<file path="src/rtl/aosp_pkg.sv">
package aosp_pkg;

   // Field widths
   localparam int VOLT_RAW_W  = 11;
   localparam int CURR_RAW_W  = 12;
   localparam int LIGHT_RAW_W = 12;
   localparam int TEMP_RAW_W  = 11;
   localparam int MEAS_W      = 16;
   localparam int TEMP_OUT_W  = 17;
   localparam int SCALE_W     = 16;
   localparam int CSR_IDX_W   = 2;
   localparam int CSR_DATA_W  = 16;

   // Defaults for the top level parameters
   localparam int BLOCK_SAMPLES_DEF = 64;
   localparam int SUM_SHIFT_DEF     = 4;

   // Kelvin-to-Celsius offset in tenths
   localparam logic [TEMP_OUT_W-1:0] TEMP_OFFSET = 17'd2730;

   // Tracker reset values
   localparam logic [VOLT_RAW_W-1:0] MIN_TRACK_RESET = 11'd2047;
   localparam logic [VOLT_RAW_W-1:0] MAX_TRACK_RESET = 11'd0;

   // Scale register reset values
   localparam logic [SCALE_W-1:0] VOLTAGE_SCALE_RST = 16'd52822;
   localparam logic [SCALE_W-1:0] CURRENT_SCALE_RST = 16'd33341;
   localparam logic [SCALE_W-1:0] LIGHT_SCALE_RST   = 16'd33341;
   localparam logic [SCALE_W-1:0] TEMP_SCALE_RST    = 16'd0;

   // Rounding constant for Q16 products
   localparam logic [2*SCALE_W-1:0] Q16_HALF = 32'h0000_8000;

   typedef enum logic [CSR_IDX_W-1:0] {
      CSR_VOLTAGE_SCALE,
      CSR_CURRENT_SCALE,
      CSR_LIGHT_SCALE,
      CSR_TEMPERATURE_SCALE
   } csr_index_type;

   typedef enum logic {
      CMD_SAMPLE,
      CMD_READ_PEAKS
   } cmd_type;

endpackage

</file>
<file path="src/rtl/aosp_if.sv">
interface aosp_req_if import aosp_pkg::*; ();
   logic                          valid;
   logic                          ready;
   logic                          cmd;
   logic        [VOLT_RAW_W-1:0]  voltage_raw;
   logic signed [CURR_RAW_W-1:0]  current_raw;
   logic signed [LIGHT_RAW_W-1:0] light_raw;
   logic        [TEMP_RAW_W-1:0]  temperature_raw;

   modport source (output valid, cmd, voltage_raw, current_raw, light_raw, temperature_raw,
                   input ready);
   modport sink (input valid, cmd, voltage_raw, current_raw, light_raw, temperature_raw,
                 output ready);
endinterface

interface aosp_rsp_if import aosp_pkg::*; ();
   logic                         valid;
   logic                         ready;
   logic                         measure_ready;
   logic        [MEAS_W-1:0]     voltage_mv;
   logic        [MEAS_W-1:0]     current_ma;
   logic        [MEAS_W-1:0]     light_lux;
   logic signed [TEMP_OUT_W-1:0] temperature_tenths;
   logic        [MEAS_W-1:0]     min_voltage_mv;
   logic        [MEAS_W-1:0]     max_current_ma;

   modport source (output valid, measure_ready, voltage_mv, current_ma, light_lux,
                   temperature_tenths, min_voltage_mv, max_current_ma,
                   input ready);
   modport sink (input valid, measure_ready, voltage_mv, current_ma, light_lux,
                 temperature_tenths, min_voltage_mv, max_current_ma,
                 output ready);
endinterface

interface aosp_csr_if import aosp_pkg::*; ();
   logic                  valid;
   logic                  ready;
   logic [CSR_IDX_W-1:0]  index;
   logic [CSR_DATA_W-1:0] data;

   modport source (output valid, index, data, input ready);
   modport sink (input valid, index, data, output ready);
endinterface

</file>
<file path="src/rtl/adc_oversample_scale_peak_top.sv">
// Accepted items pass the stage 1 register, then the result register.
// Throughput: one item per cycle; the two stages advance together and stall
// only when the result register holds an item not yet taken.
// Reset: synchronous, active high; clears sums, block counter, trackers, held
// measurements and pipeline valids, and loads the scale registers' defaults.
module adc_oversample_scale_peak_top
   import aosp_pkg::*;
#(
   parameter int BLOCK_SAMPLES = BLOCK_SAMPLES_DEF,
   parameter int SUM_SHIFT     = SUM_SHIFT_DEF
) (
   input logic       clock,
   input logic       reset,
   aosp_req_if.sink  req_port,
   aosp_rsp_if.source rsp_port,
   aosp_csr_if.sink  csr_port
);

   // Accumulator widths follow the block length: 11-bit unsigned channels
   // grow by log2(block), signed channels the same from 12 bits.
   localparam int CNT_W      = $clog2(BLOCK_SAMPLES);
   localparam int UNS_SUM_W  = VOLT_RAW_W + CNT_W;
   localparam int SGN_SUM_W  = CURR_RAW_W + CNT_W;
   localparam int WIDE_W     = SGN_SUM_W + 1;
   localparam int PROD_W     = 2 * SCALE_W;
   localparam logic [CNT_W-1:0] CNT_LAST = CNT_W'(BLOCK_SAMPLES - 1);
   localparam logic [WIDE_W-1:0] SAT_MAX = WIDE_W'(16'hFFFF);

   // ------------------------------------------------------------------
   // Scale registers, written through the CSR channel (always ready).
   // ------------------------------------------------------------------
   logic [SCALE_W-1:0] vscale_ff, cscale_ff, lscale_ff, tscale_ff;
   logic               csr_fire;

   assign csr_port.ready = 1'b1;
   assign csr_fire       = csr_port.valid && csr_port.ready;

   always_ff @(posedge clock) begin
      if (reset) begin
         vscale_ff <= VOLTAGE_SCALE_RST;
         cscale_ff <= CURRENT_SCALE_RST;
         lscale_ff <= LIGHT_SCALE_RST;
         tscale_ff <= TEMP_SCALE_RST;
      end else if (csr_fire) begin
         case (csr_index_type'(csr_port.index))
            CSR_VOLTAGE_SCALE:     vscale_ff <= csr_port.data;
            CSR_CURRENT_SCALE:     cscale_ff <= csr_port.data;
            CSR_LIGHT_SCALE:       lscale_ff <= csr_port.data;
            CSR_TEMPERATURE_SCALE: tscale_ff <= csr_port.data;
            default: ;
         endcase
      end
   end

   // ------------------------------------------------------------------
   // Handshake: stage 1 register feeds the result register. Both move
   // when the result register is empty or being taken.
   // ------------------------------------------------------------------
   logic s1_valid_ff, rsp_valid_ff;
   logic out_en, req_fire;

   assign out_en         = !rsp_valid_ff || rsp_port.ready;
   assign req_port.ready = !s1_valid_ff || out_en;
   assign req_fire       = req_port.valid && req_port.ready;

   // ------------------------------------------------------------------
   // Stage 1: accumulate, track peaks, detect block end.
   // ------------------------------------------------------------------
   logic        [CNT_W-1:0]     cnt_ff, cnt_in;
   logic        [UNS_SUM_W-1:0] vsum_ff, vsum_in, vsum_acc;
   logic signed [SGN_SUM_W-1:0] csum_ff, csum_in, csum_acc;
   logic signed [SGN_SUM_W-1:0] lsum_ff, lsum_in, lsum_acc;
   logic        [UNS_SUM_W-1:0] tsum_ff, tsum_in, tsum_acc;
   logic        [VOLT_RAW_W-1:0] min_ff, min_in;
   logic        [VOLT_RAW_W-1:0] max_ff, max_in;
   logic                        is_read, blk_end;

   // Snapshot handed to stage 2
   logic                        s1_read_ff, s1_end_ff;
   logic        [UNS_SUM_W-1:0] s1_vsum_ff, s1_tsum_ff;
   logic signed [SGN_SUM_W-1:0] s1_csum_ff, s1_lsum_ff;
   logic        [VOLT_RAW_W-1:0] s1_min_ff, s1_max_ff;

   always_comb begin
      is_read  = (req_port.cmd == CMD_READ_PEAKS);
      vsum_acc = vsum_ff + UNS_SUM_W'(req_port.voltage_raw);
      csum_acc = csum_ff + SGN_SUM_W'(req_port.current_raw);
      lsum_acc = lsum_ff + SGN_SUM_W'(req_port.light_raw);
      tsum_acc = tsum_ff + UNS_SUM_W'(req_port.temperature_raw);
      blk_end  = (cnt_ff == CNT_LAST);

      cnt_in  = cnt_ff;
      vsum_in = vsum_ff;
      csum_in = csum_ff;
      lsum_in = lsum_ff;
      tsum_in = tsum_ff;
      min_in  = min_ff;
      max_in  = max_ff;

      if (is_read) begin
         // peak read: trackers restart, sums untouched
         min_in = MIN_TRACK_RESET;
         max_in = MAX_TRACK_RESET;
      end else begin
         if (req_port.voltage_raw < min_ff) begin
            min_in = req_port.voltage_raw;
         end
         // only positive currents can raise the max
         if (!req_port.current_raw[CURR_RAW_W-1] &&
             (req_port.current_raw[VOLT_RAW_W-1:0] > max_ff)) begin
            max_in = req_port.current_raw[VOLT_RAW_W-1:0];
         end
         if (blk_end) begin
            cnt_in  = '0;
            vsum_in = '0;
            csum_in = '0;
            lsum_in = '0;
            tsum_in = '0;
         end else begin
            cnt_in  = cnt_ff + 1'b1;
            vsum_in = vsum_acc;
            csum_in = csum_acc;
            lsum_in = lsum_acc;
            tsum_in = tsum_acc;
         end
      end
   end

   always_ff @(posedge clock) begin
      if (reset) begin
         cnt_ff      <= '0;
         vsum_ff     <= '0;
         csum_ff     <= '0;
         lsum_ff     <= '0;
         tsum_ff     <= '0;
         min_ff      <= MIN_TRACK_RESET;
         max_ff      <= MAX_TRACK_RESET;
         s1_valid_ff <= 1'b0;
      end else begin
         if (req_fire) begin
            cnt_ff  <= cnt_in;
            vsum_ff <= vsum_in;
            csum_ff <= csum_in;
            lsum_ff <= lsum_in;
            tsum_ff <= tsum_in;
            min_ff  <= min_in;
            max_ff  <= max_in;
         end
         if (req_fire) begin
            s1_valid_ff <= 1'b1;
         end else if (out_en) begin
            s1_valid_ff <= 1'b0;
         end
      end
   end

   always_ff @(posedge clock) begin
      if (req_fire) begin
         s1_read_ff <= is_read;
         s1_end_ff  <= !is_read && blk_end;
         s1_vsum_ff <= vsum_acc;
         s1_csum_ff <= csum_acc;
         s1_lsum_ff <= lsum_acc;
         s1_tsum_ff <= tsum_acc;
         s1_min_ff  <= min_ff;   // values before the read clears them
         s1_max_ff  <= max_ff;
      end
   end

   // ------------------------------------------------------------------
   // Stage 2: decimate and scale. Shift, saturate to 16 bits, Q16 multiply.
   // ------------------------------------------------------------------
   function automatic logic [SCALE_W-1:0] sat_shift(input logic [WIDE_W-1:0] sum);
      logic [WIDE_W-1:0] sh;
      sh = sum >> SUM_SHIFT;
      if (sh > SAT_MAX) begin
         return '1;
      end
      return sh[SCALE_W-1:0];
   endfunction

   logic [SCALE_W-1:0]    v_dec, c_dec, l_dec, t_dec;
   logic [PROD_W-1:0]     v_prod, c_prod, l_prod, t_prod, minv_prod, maxc_prod;
   logic                  c_pos, l_pos;
   logic [TEMP_OUT_W-1:0] t_meas;

   logic [MEAS_W-1:0]     held_v_ff, held_v_in;
   logic [MEAS_W-1:0]     held_c_ff, held_c_in;
   logic [MEAS_W-1:0]     held_l_ff, held_l_in;
   logic [TEMP_OUT_W-1:0] held_t_ff, held_t_in;

   logic                  rsp_ready_flag_ff;
   logic [MEAS_W-1:0]     rsp_minv_ff, rsp_minv_in, rsp_maxc_ff, rsp_maxc_in;

   always_comb begin
      c_pos = !s1_csum_ff[SGN_SUM_W-1] && (s1_csum_ff != '0);
      l_pos = !s1_lsum_ff[SGN_SUM_W-1] && (s1_lsum_ff != '0);

      v_dec = sat_shift(WIDE_W'(s1_vsum_ff));
      c_dec = sat_shift(WIDE_W'($unsigned(s1_csum_ff)));
      l_dec = sat_shift(WIDE_W'($unsigned(s1_lsum_ff)));
      t_dec = sat_shift(WIDE_W'(s1_tsum_ff));

      v_prod = PROD_W'(v_dec) * PROD_W'(vscale_ff);
      c_prod = PROD_W'(c_dec) * PROD_W'(cscale_ff);
      l_prod = PROD_W'(l_dec) * PROD_W'(lscale_ff);
      t_prod = PROD_W'(t_dec) * PROD_W'(tscale_ff);

      // peaks: raw * 4, rounded Q16
      minv_prod = PROD_W'({s1_min_ff, 2'b00}) * PROD_W'(vscale_ff) + Q16_HALF;
      maxc_prod = PROD_W'({s1_max_ff, 2'b00}) * PROD_W'(cscale_ff) + Q16_HALF;

      t_meas = TEMP_OUT_W'(t_prod[PROD_W-1:SCALE_W]) - TEMP_OFFSET;

      held_v_in = held_v_ff;
      held_c_in = held_c_ff;
      held_l_in = held_l_ff;
      held_t_in = held_t_ff;
      if (s1_end_ff) begin
         held_v_in = v_prod[PROD_W-1:SCALE_W];
         held_c_in = c_pos ? c_prod[PROD_W-1:SCALE_W] : '0;
         held_l_in = l_pos ? l_prod[PROD_W-1:SCALE_W] : '0;
         held_t_in = t_meas;
      end

      rsp_minv_in = s1_read_ff ? minv_prod[PROD_W-1:SCALE_W] : '0;
      rsp_maxc_in = s1_read_ff ? maxc_prod[PROD_W-1:SCALE_W] : '0;
   end

   always_ff @(posedge clock) begin
      if (reset) begin
         held_v_ff    <= '0;
         held_c_ff    <= '0;
         held_l_ff    <= '0;
         held_t_ff    <= '0;
         rsp_valid_ff <= 1'b0;
      end else if (out_en) begin
         rsp_valid_ff <= s1_valid_ff;
         if (s1_valid_ff) begin
            held_v_ff <= held_v_in;
            held_c_ff <= held_c_in;
            held_l_ff <= held_l_in;
            held_t_ff <= held_t_in;
         end
      end
   end

   always_ff @(posedge clock) begin
      if (out_en && s1_valid_ff) begin
         rsp_ready_flag_ff <= s1_end_ff;
         rsp_minv_ff       <= rsp_minv_in;
         rsp_maxc_ff       <= rsp_maxc_in;
      end
   end

   // Result item: held measurements sit directly behind the result register
   assign rsp_port.valid              = rsp_valid_ff;
   assign rsp_port.measure_ready      = rsp_ready_flag_ff;
   assign rsp_port.voltage_mv         = held_v_ff;
   assign rsp_port.current_ma         = held_c_ff;
   assign rsp_port.light_lux          = held_l_ff;
   assign rsp_port.temperature_tenths = $signed(held_t_ff);
   assign rsp_port.min_voltage_mv     = rsp_minv_ff;
   assign rsp_port.max_current_ma     = rsp_maxc_ff;

`ifndef SYNTHESIS
   // the last sample of a block wraps the counter and clears the sums
   a_block_wrap: assert property (@(posedge clock) disable iff (reset)
      (req_fire && (req_port.cmd == CMD_SAMPLE) && (cnt_ff == CNT_LAST))
      |=> (cnt_ff == '0) && (vsum_ff == '0) && (tsum_ff == '0))
      else $error("block counter or sums did not restart at block end");

   // a peak read restarts both trackers
   a_read_clears: assert property (@(posedge clock) disable iff (reset)
      (req_fire && (req_port.cmd == CMD_READ_PEAKS))
      |=> (min_ff == MIN_TRACK_RESET) && (max_ff == MAX_TRACK_RESET))
      else $error("peak trackers not reset by read item");

   // a read item reaches the output and never flags a finished block
   a_read_result: assert property (@(posedge clock) disable iff (reset)
      (out_en && s1_valid_ff && s1_read_ff)
      |=> rsp_valid_ff && !rsp_ready_flag_ff)
      else $error("read item reported a block completion");

   // a stalled result leaves the held measurements alone
   a_held_stable: assert property (@(posedge clock) disable iff (reset)
      (rsp_valid_ff && !rsp_port.ready)
      |=> $stable(held_v_ff) && $stable(held_t_ff))
      else $error("held measurement changed while result stalled");
`endif

endmodule
</file>
<file path="src/flat_wrapper.sv">
// flat-port wrapper written by rule: the top's interface ports become plain ports
module adc_oversample_scale_peak_top_flat import aosp_pkg::*;
#(
   parameter int BLOCK_SAMPLES = BLOCK_SAMPLES_DEF,
   parameter int SUM_SHIFT     = SUM_SHIFT_DEF
)
  (clock, reset, req_port_valid, req_port_cmd, req_port_voltage_raw, req_port_current_raw, req_port_light_raw, req_port_temperature_raw, req_port_ready, rsp_port_valid, rsp_port_measure_ready, rsp_port_voltage_mv, rsp_port_current_ma, rsp_port_light_lux, rsp_port_temperature_tenths, rsp_port_min_voltage_mv, rsp_port_max_current_ma, rsp_port_ready, csr_port_valid, csr_port_index, csr_port_data, csr_port_ready);
  aosp_req_if req_port_i ();
  aosp_rsp_if rsp_port_i ();
  aosp_csr_if csr_port_i ();
  input logic clock;
  input logic reset;
  input wire logic [$bits(req_port_i.valid)-1:0] req_port_valid;
  input wire logic [$bits(req_port_i.cmd)-1:0] req_port_cmd;
  input wire logic [$bits(req_port_i.voltage_raw)-1:0] req_port_voltage_raw;
  input wire logic [$bits(req_port_i.current_raw)-1:0] req_port_current_raw;
  input wire logic [$bits(req_port_i.light_raw)-1:0] req_port_light_raw;
  input wire logic [$bits(req_port_i.temperature_raw)-1:0] req_port_temperature_raw;
  output wire logic [$bits(req_port_i.ready)-1:0] req_port_ready;
  output wire logic [$bits(rsp_port_i.valid)-1:0] rsp_port_valid;
  output wire logic [$bits(rsp_port_i.measure_ready)-1:0] rsp_port_measure_ready;
  output wire logic [$bits(rsp_port_i.voltage_mv)-1:0] rsp_port_voltage_mv;
  output wire logic [$bits(rsp_port_i.current_ma)-1:0] rsp_port_current_ma;
  output wire logic [$bits(rsp_port_i.light_lux)-1:0] rsp_port_light_lux;
  output wire logic [$bits(rsp_port_i.temperature_tenths)-1:0] rsp_port_temperature_tenths;
  output wire logic [$bits(rsp_port_i.min_voltage_mv)-1:0] rsp_port_min_voltage_mv;
  output wire logic [$bits(rsp_port_i.max_current_ma)-1:0] rsp_port_max_current_ma;
  input wire logic [$bits(rsp_port_i.ready)-1:0] rsp_port_ready;
  input wire logic [$bits(csr_port_i.valid)-1:0] csr_port_valid;
  input wire logic [$bits(csr_port_i.index)-1:0] csr_port_index;
  input wire logic [$bits(csr_port_i.data)-1:0] csr_port_data;
  output wire logic [$bits(csr_port_i.ready)-1:0] csr_port_ready;
  assign req_port_i.valid = req_port_valid;
  assign req_port_i.cmd = req_port_cmd;
  assign req_port_i.voltage_raw = req_port_voltage_raw;
  assign req_port_i.current_raw = req_port_current_raw;
  assign req_port_i.light_raw = req_port_light_raw;
  assign req_port_i.temperature_raw = req_port_temperature_raw;
  assign req_port_ready = req_port_i.ready;
  assign rsp_port_valid = rsp_port_i.valid;
  assign rsp_port_measure_ready = rsp_port_i.measure_ready;
  assign rsp_port_voltage_mv = rsp_port_i.voltage_mv;
  assign rsp_port_current_ma = rsp_port_i.current_ma;
  assign rsp_port_light_lux = rsp_port_i.light_lux;
  assign rsp_port_temperature_tenths = rsp_port_i.temperature_tenths;
  assign rsp_port_min_voltage_mv = rsp_port_i.min_voltage_mv;
  assign rsp_port_max_current_ma = rsp_port_i.max_current_ma;
  assign rsp_port_i.ready = rsp_port_ready;
  assign csr_port_i.valid = csr_port_valid;
  assign csr_port_i.index = csr_port_index;
  assign csr_port_i.data = csr_port_data;
  assign csr_port_ready = csr_port_i.ready;
  adc_oversample_scale_peak_top #(.BLOCK_SAMPLES(BLOCK_SAMPLES), .SUM_SHIFT(SUM_SHIFT)) u_core (.clock(clock), .reset(reset), .req_port(req_port_i), .rsp_port(rsp_port_i), .csr_port(csr_port_i));
endmodule
</file>
<file path="config.mk">
export PLATFORM = sky130hd
export DESIGN_NAME = adc_oversample_scale_peak_top_flat
export DESIGN_NICKNAME = d
export VERILOG_FILES = /design/src/rtl/aosp_pkg.sv /design/src/rtl/aosp_if.sv /design/src/rtl/adc_oversample_scale_peak_top.sv /design/src/flat_wrapper.sv
export SDC_FILE = /design/constraint.sdc
export NUM_CORES = 2
export LEC_CHECK = 0
export ABC_AREA = 1
export ABC_CLOCK_PERIOD_IN_PS = 9000
export BUFFER_PORTS_ARGS = -buffer_cell sky130_fd_sc_hd__buf_2
export CELL_PAD_IN_SITES_DETAIL_PLACEMENT = 1
export CELL_PAD_IN_SITES_GLOBAL_PLACEMENT = 1
export CORE_UTILIZATION = 53
export CTS_CLUSTER_DIAMETER = 30
export DETAILED_ROUTE_END_ITERATION = 10
export PLACE_DENSITY = 0.9
export SLEW_MARGIN = 30
export SYNTH_ARGS = -nofsm -noshare
export SYNTH_HDL_FRONTEND = slang
export SYNTH_SLANG_ARGS = --single-unit
</file>
<file path="constraint.sdc">
create_clock -name clock -period 9 [get_ports clock]
set_clock_uncertainty 0.15 [all_clocks]
set_input_delay 1.8 -clock clock [delete_from_list [all_inputs] [get_ports clock]]
set_output_delay 1.8 -clock clock [all_outputs]
set_load 0.02 [all_outputs]
</file>
==> summary.txt <==
Drt
  – Antenna-violating nets left: 0
  – DR iter-0 viols: approximately 4200
  – Vias: between 50000 and 60000
  – WL per Instance: ~23 um
  – Total routed wirelength: around 220000 um
  – Drt first pass iters: 5
  – Number of vias per cell: a little under 6
  – # DRC: 0

Clocking
  – CTS tree: done
  – Root Buffer: clkbuf_16
  – H-tree depth reported by CTS: 3
  – Clock-pin slew on the worst setup and hold paths: ~0.050 ns
  – Setup bufs post-CTS: 0
  – Clock Path Buffers: 3
  – CTS sink cnt: between 300 and 400
  – Total CTS buffers: between 90 and 100
  – CTS-repair resized insts: 0
  – Clk_lat worst skew: approximately 0.70 ns
  – Post-CTS Hold Fix Bufs: 0

STA
  – Final Hold Viols: 0
  – Setup Viol. Count Final: 0
  – Min Clock Period, post-route: 7.03 ns
  – Max-slew violation count: 0
  – Relative slew slack: between 30% and 40%
  – Fin Setup TNS: 0 ns
  – Worst-margin pin slew: roughly 1.0 ns
  – Fin crit share: slightly below 80%
  – Hold_ws: 0.308 ns
  – RSZ-0062 raised after global routing: false
  – Max Fclk: around 140 MHz

Floorplanning
  – Die X: roughly 330 um
  – Die height: about 330 um
  – Core ar.: between 100000 and 150000 um^2
  – Initial Util: a little over half
  – Ports: around 170
  – Die area: approximately 110000 um^2
  – Cell Rows: about 120

Worst setup path
  – RR Startpoint: u_core.s1_tsum_ff[12]
  – Crit Path Max Fanout: 16
  – CP Class: reg -> reg
  – Crit path launch: u_core.s1_tsum_ff[12]
  – Critical Path RT: 9.39 ns
  – Startpoint class of the critical path: flop
  – Critical path endpoint category: flop
  – Crit path DAT: 7.42 ns

Final layout
  – Layout cells sized above 1: 5.77%
  – Synthesis-to-finish area growth: 8.50%
  – Post-Layout Cell Count: approximately 9300
  – Nets: 9339
  – Util after Layout: between 50% and 60%
  – Most frequent cells in the layout: nand2_1 (2149), inv_1 (1901), fa_1 (888)
  – Most common cell after layout, fill and taps aside: nand2_1

Pwr
  – Sequential Power Share: 8.3%
  – Clock group share of total power: 13.3%
  – Max VDD drop: about 480 uV
  – Pwr Density: 419 nW/um^2
  – Design Power: roughly 27000 uW
  – Leakage: 0.0356 uW
  – P_int: 11300 uW
  – Logic pwr share: 78.5%
  – Net Sw Frac: approximately 58%
  – P_sw: between 15000 and 20000 uW

Synthesis
  – Synthesized-area fraction occupied by adder cells: between 40% and 50%
  – Simple-Gate Fraction of Synth Area: 19.6%
  – Seq/Total Area, Yosys: about 14%
  – Unique masters post-synth: between 60 and 70
  – Synth warnings: 0
  – Xor and xnor fraction of the mapped netlist area: roughly 1.4%
  – Prevailing post-synth register cell: dfxtp_1
  – Largest family of logic cells by synthesized area: adder cells
  – Compound-cell area share of the yosys netlist: 6.97%
  – Yosys reg bits: roughly 340
  – Avg Synthesized Cell Area: about 7.5 um^2
  – Number of flops mapped to enable cells by yosys: about 120
  – Post-Syn Area: between 50000 and 60000 um^2
  – Asr flop ratio synth: 0%
  – Multiplexer area fraction after synthesis: 0%
  – Synth Instances: just under 8000

Worst hold path
  – Hold Crit Class: reg -> reg
  – Hold path startpoint: u_core.rsp_port.light_lux[0]

Global route
  – Pin count of the biggest net entering global routing: 82
  – GRT Overall Usage: approximately 40%
  – Vias in the first global route: 62800
  – Initial antenna violation count: 21
  – First-pass GRT wire length: 344000 um
  – Gr ovfl total: 0

Placement
  – DP HPWL: between 100000 and 150000 um
  – Placer Congestion: around 0.90
  – Input/output buffers: 165
  – Post-Place Cells: approximately 9100

Outcome
  – Status: complete, no violations

Job
  – MaxCap Viol Count: 0
-- sequential cells by signal (all words and copies together) (netlist names), 17 cells and up --
register,flops
u_core.csum_ff,18
u_core.rsp_port.temperature_tenths,17
u_core.tsum_ff,17
u_core.vsum_ff,17
u_core.lsum_ff,18
u_core.s1_csum_ff,18
u_core.s1_lsum_ff,18
-- routing by layer --
metal	global-route usage (%)	up-vias	share of wire (%)
li1	-	23200	-
met4	29.1	16	8.0
met3	7.53	1193	7.5
met1	42.7	27000	34
met2	69.0	2902	50
met5	0	-	0.050
-- metrics by stage --
stage               setup WS, ns  instance area [um^2]
floorplan                   3.02                 58600
global placement            2.53                 60200
detailed placement          2.28                 60200
CTS                         1.96                 63500
global route                1.68                 63600
finish                      1.97                 63600
-- cell families after synthesis --
kind of cell,after synthesis
simple gates,2849
compound gates,742
other cells,2
flops,344
buf+inv,2258
xor+xnor,88
fa+ha+maj,1519
-- power groups by stage --
stage | clock [uW] | sequential [uW] | combinational (uW)
after detailed placement | 0 | 2200 | 19700
after CTS | 3550 | 2180 | 20600
final | 3540 | 2200 | 20900
after global placement | 0 | 2180 | 18500
after floorplan | 0 | 2020 | 14300
after global routing | 3620 | 2210 | 23100
-- layout make-up --
type / count / area (um^2)
repair buffers: 201 / 1120
flip-flops and latches: 344 / 8050
clock buffers: 99 / 2350
well taps: 1476 / 1850
diodes: 12 / 30.0
clock inverters: 72 / 938
multi-input cells: 5203 / 42100
inverters: 1909 / 7170
fillers: 13700 / 45700
-- worst max-delay path, cell delays in order, from the launching register on --
cell      delay, ns
edfxtp_1       0.84
nand2_1        0.21
fa_1           0.62
inv_1          0.06
fa_1           0.42
fa_1           0.52
inv_1          0.07
fa_1           0.56
fa_1           0.44
fa_1           0.51
inv_1          0.05
ha_1           0.41
nand2_1        0.11
inv_1          0.08
nand2_1        0.09
nor2_1         0.27
and2_1         0.17
nand2_1        0.10
nand3_1        0.11
nand2_1        0.10
nor2_2         0.25
nand3_1        0.15
nor2_1         0.13
nand2_1        0.07
nand2_1        0.11
nand3_1        0.11
nand2_1        0.11
nor2_1         0.05
-- path summary, 6_finish.rpt --
path | end | slack, ns | cells past startpoint
max | u_core.rsp_port.temperature_tenths[15] | 1.97 | 27
min | u_core.rsp_port.light_lux[0] | 0.31 | 2
max reg2reg | u_core.rsp_port.temperature_tenths[15] | 1.97 | 27
min reg2reg | u_core.rsp_port.light_lux[0] | 0.31 | 2
-- synth_stat cells (10+ instances only) --
library cell	count	area (um^2)
ha_1	631	7900
o21ai_0	177	886
nand2_2	18	113
fa_1	888	17800
dfxtp_1	229	4580
xnor2_1	29	254
nand2_1	2150	8070
clkbuf_1	338	1270
o31ai_1	10	75.1
inv_1	1903	7140
nor2_1	300	1130
nand3_1	190	951
o21a_1	23	173
a21oi_1	421	2110
nand3b_1	13	97.6
nor4_1	16	100
o21bai_1	31	233
o21ai_1	10	50.1
nor3_1	66	330
xor2_1	55	482
or2_2	17	106
o211ai_1	12	90.1
edfxtp_1	115	3450
nand4_1	41	257
a31oi_1	11	68.8
a21o_1	15	113
Note: power is estimated with default switching activity, not from simulation.
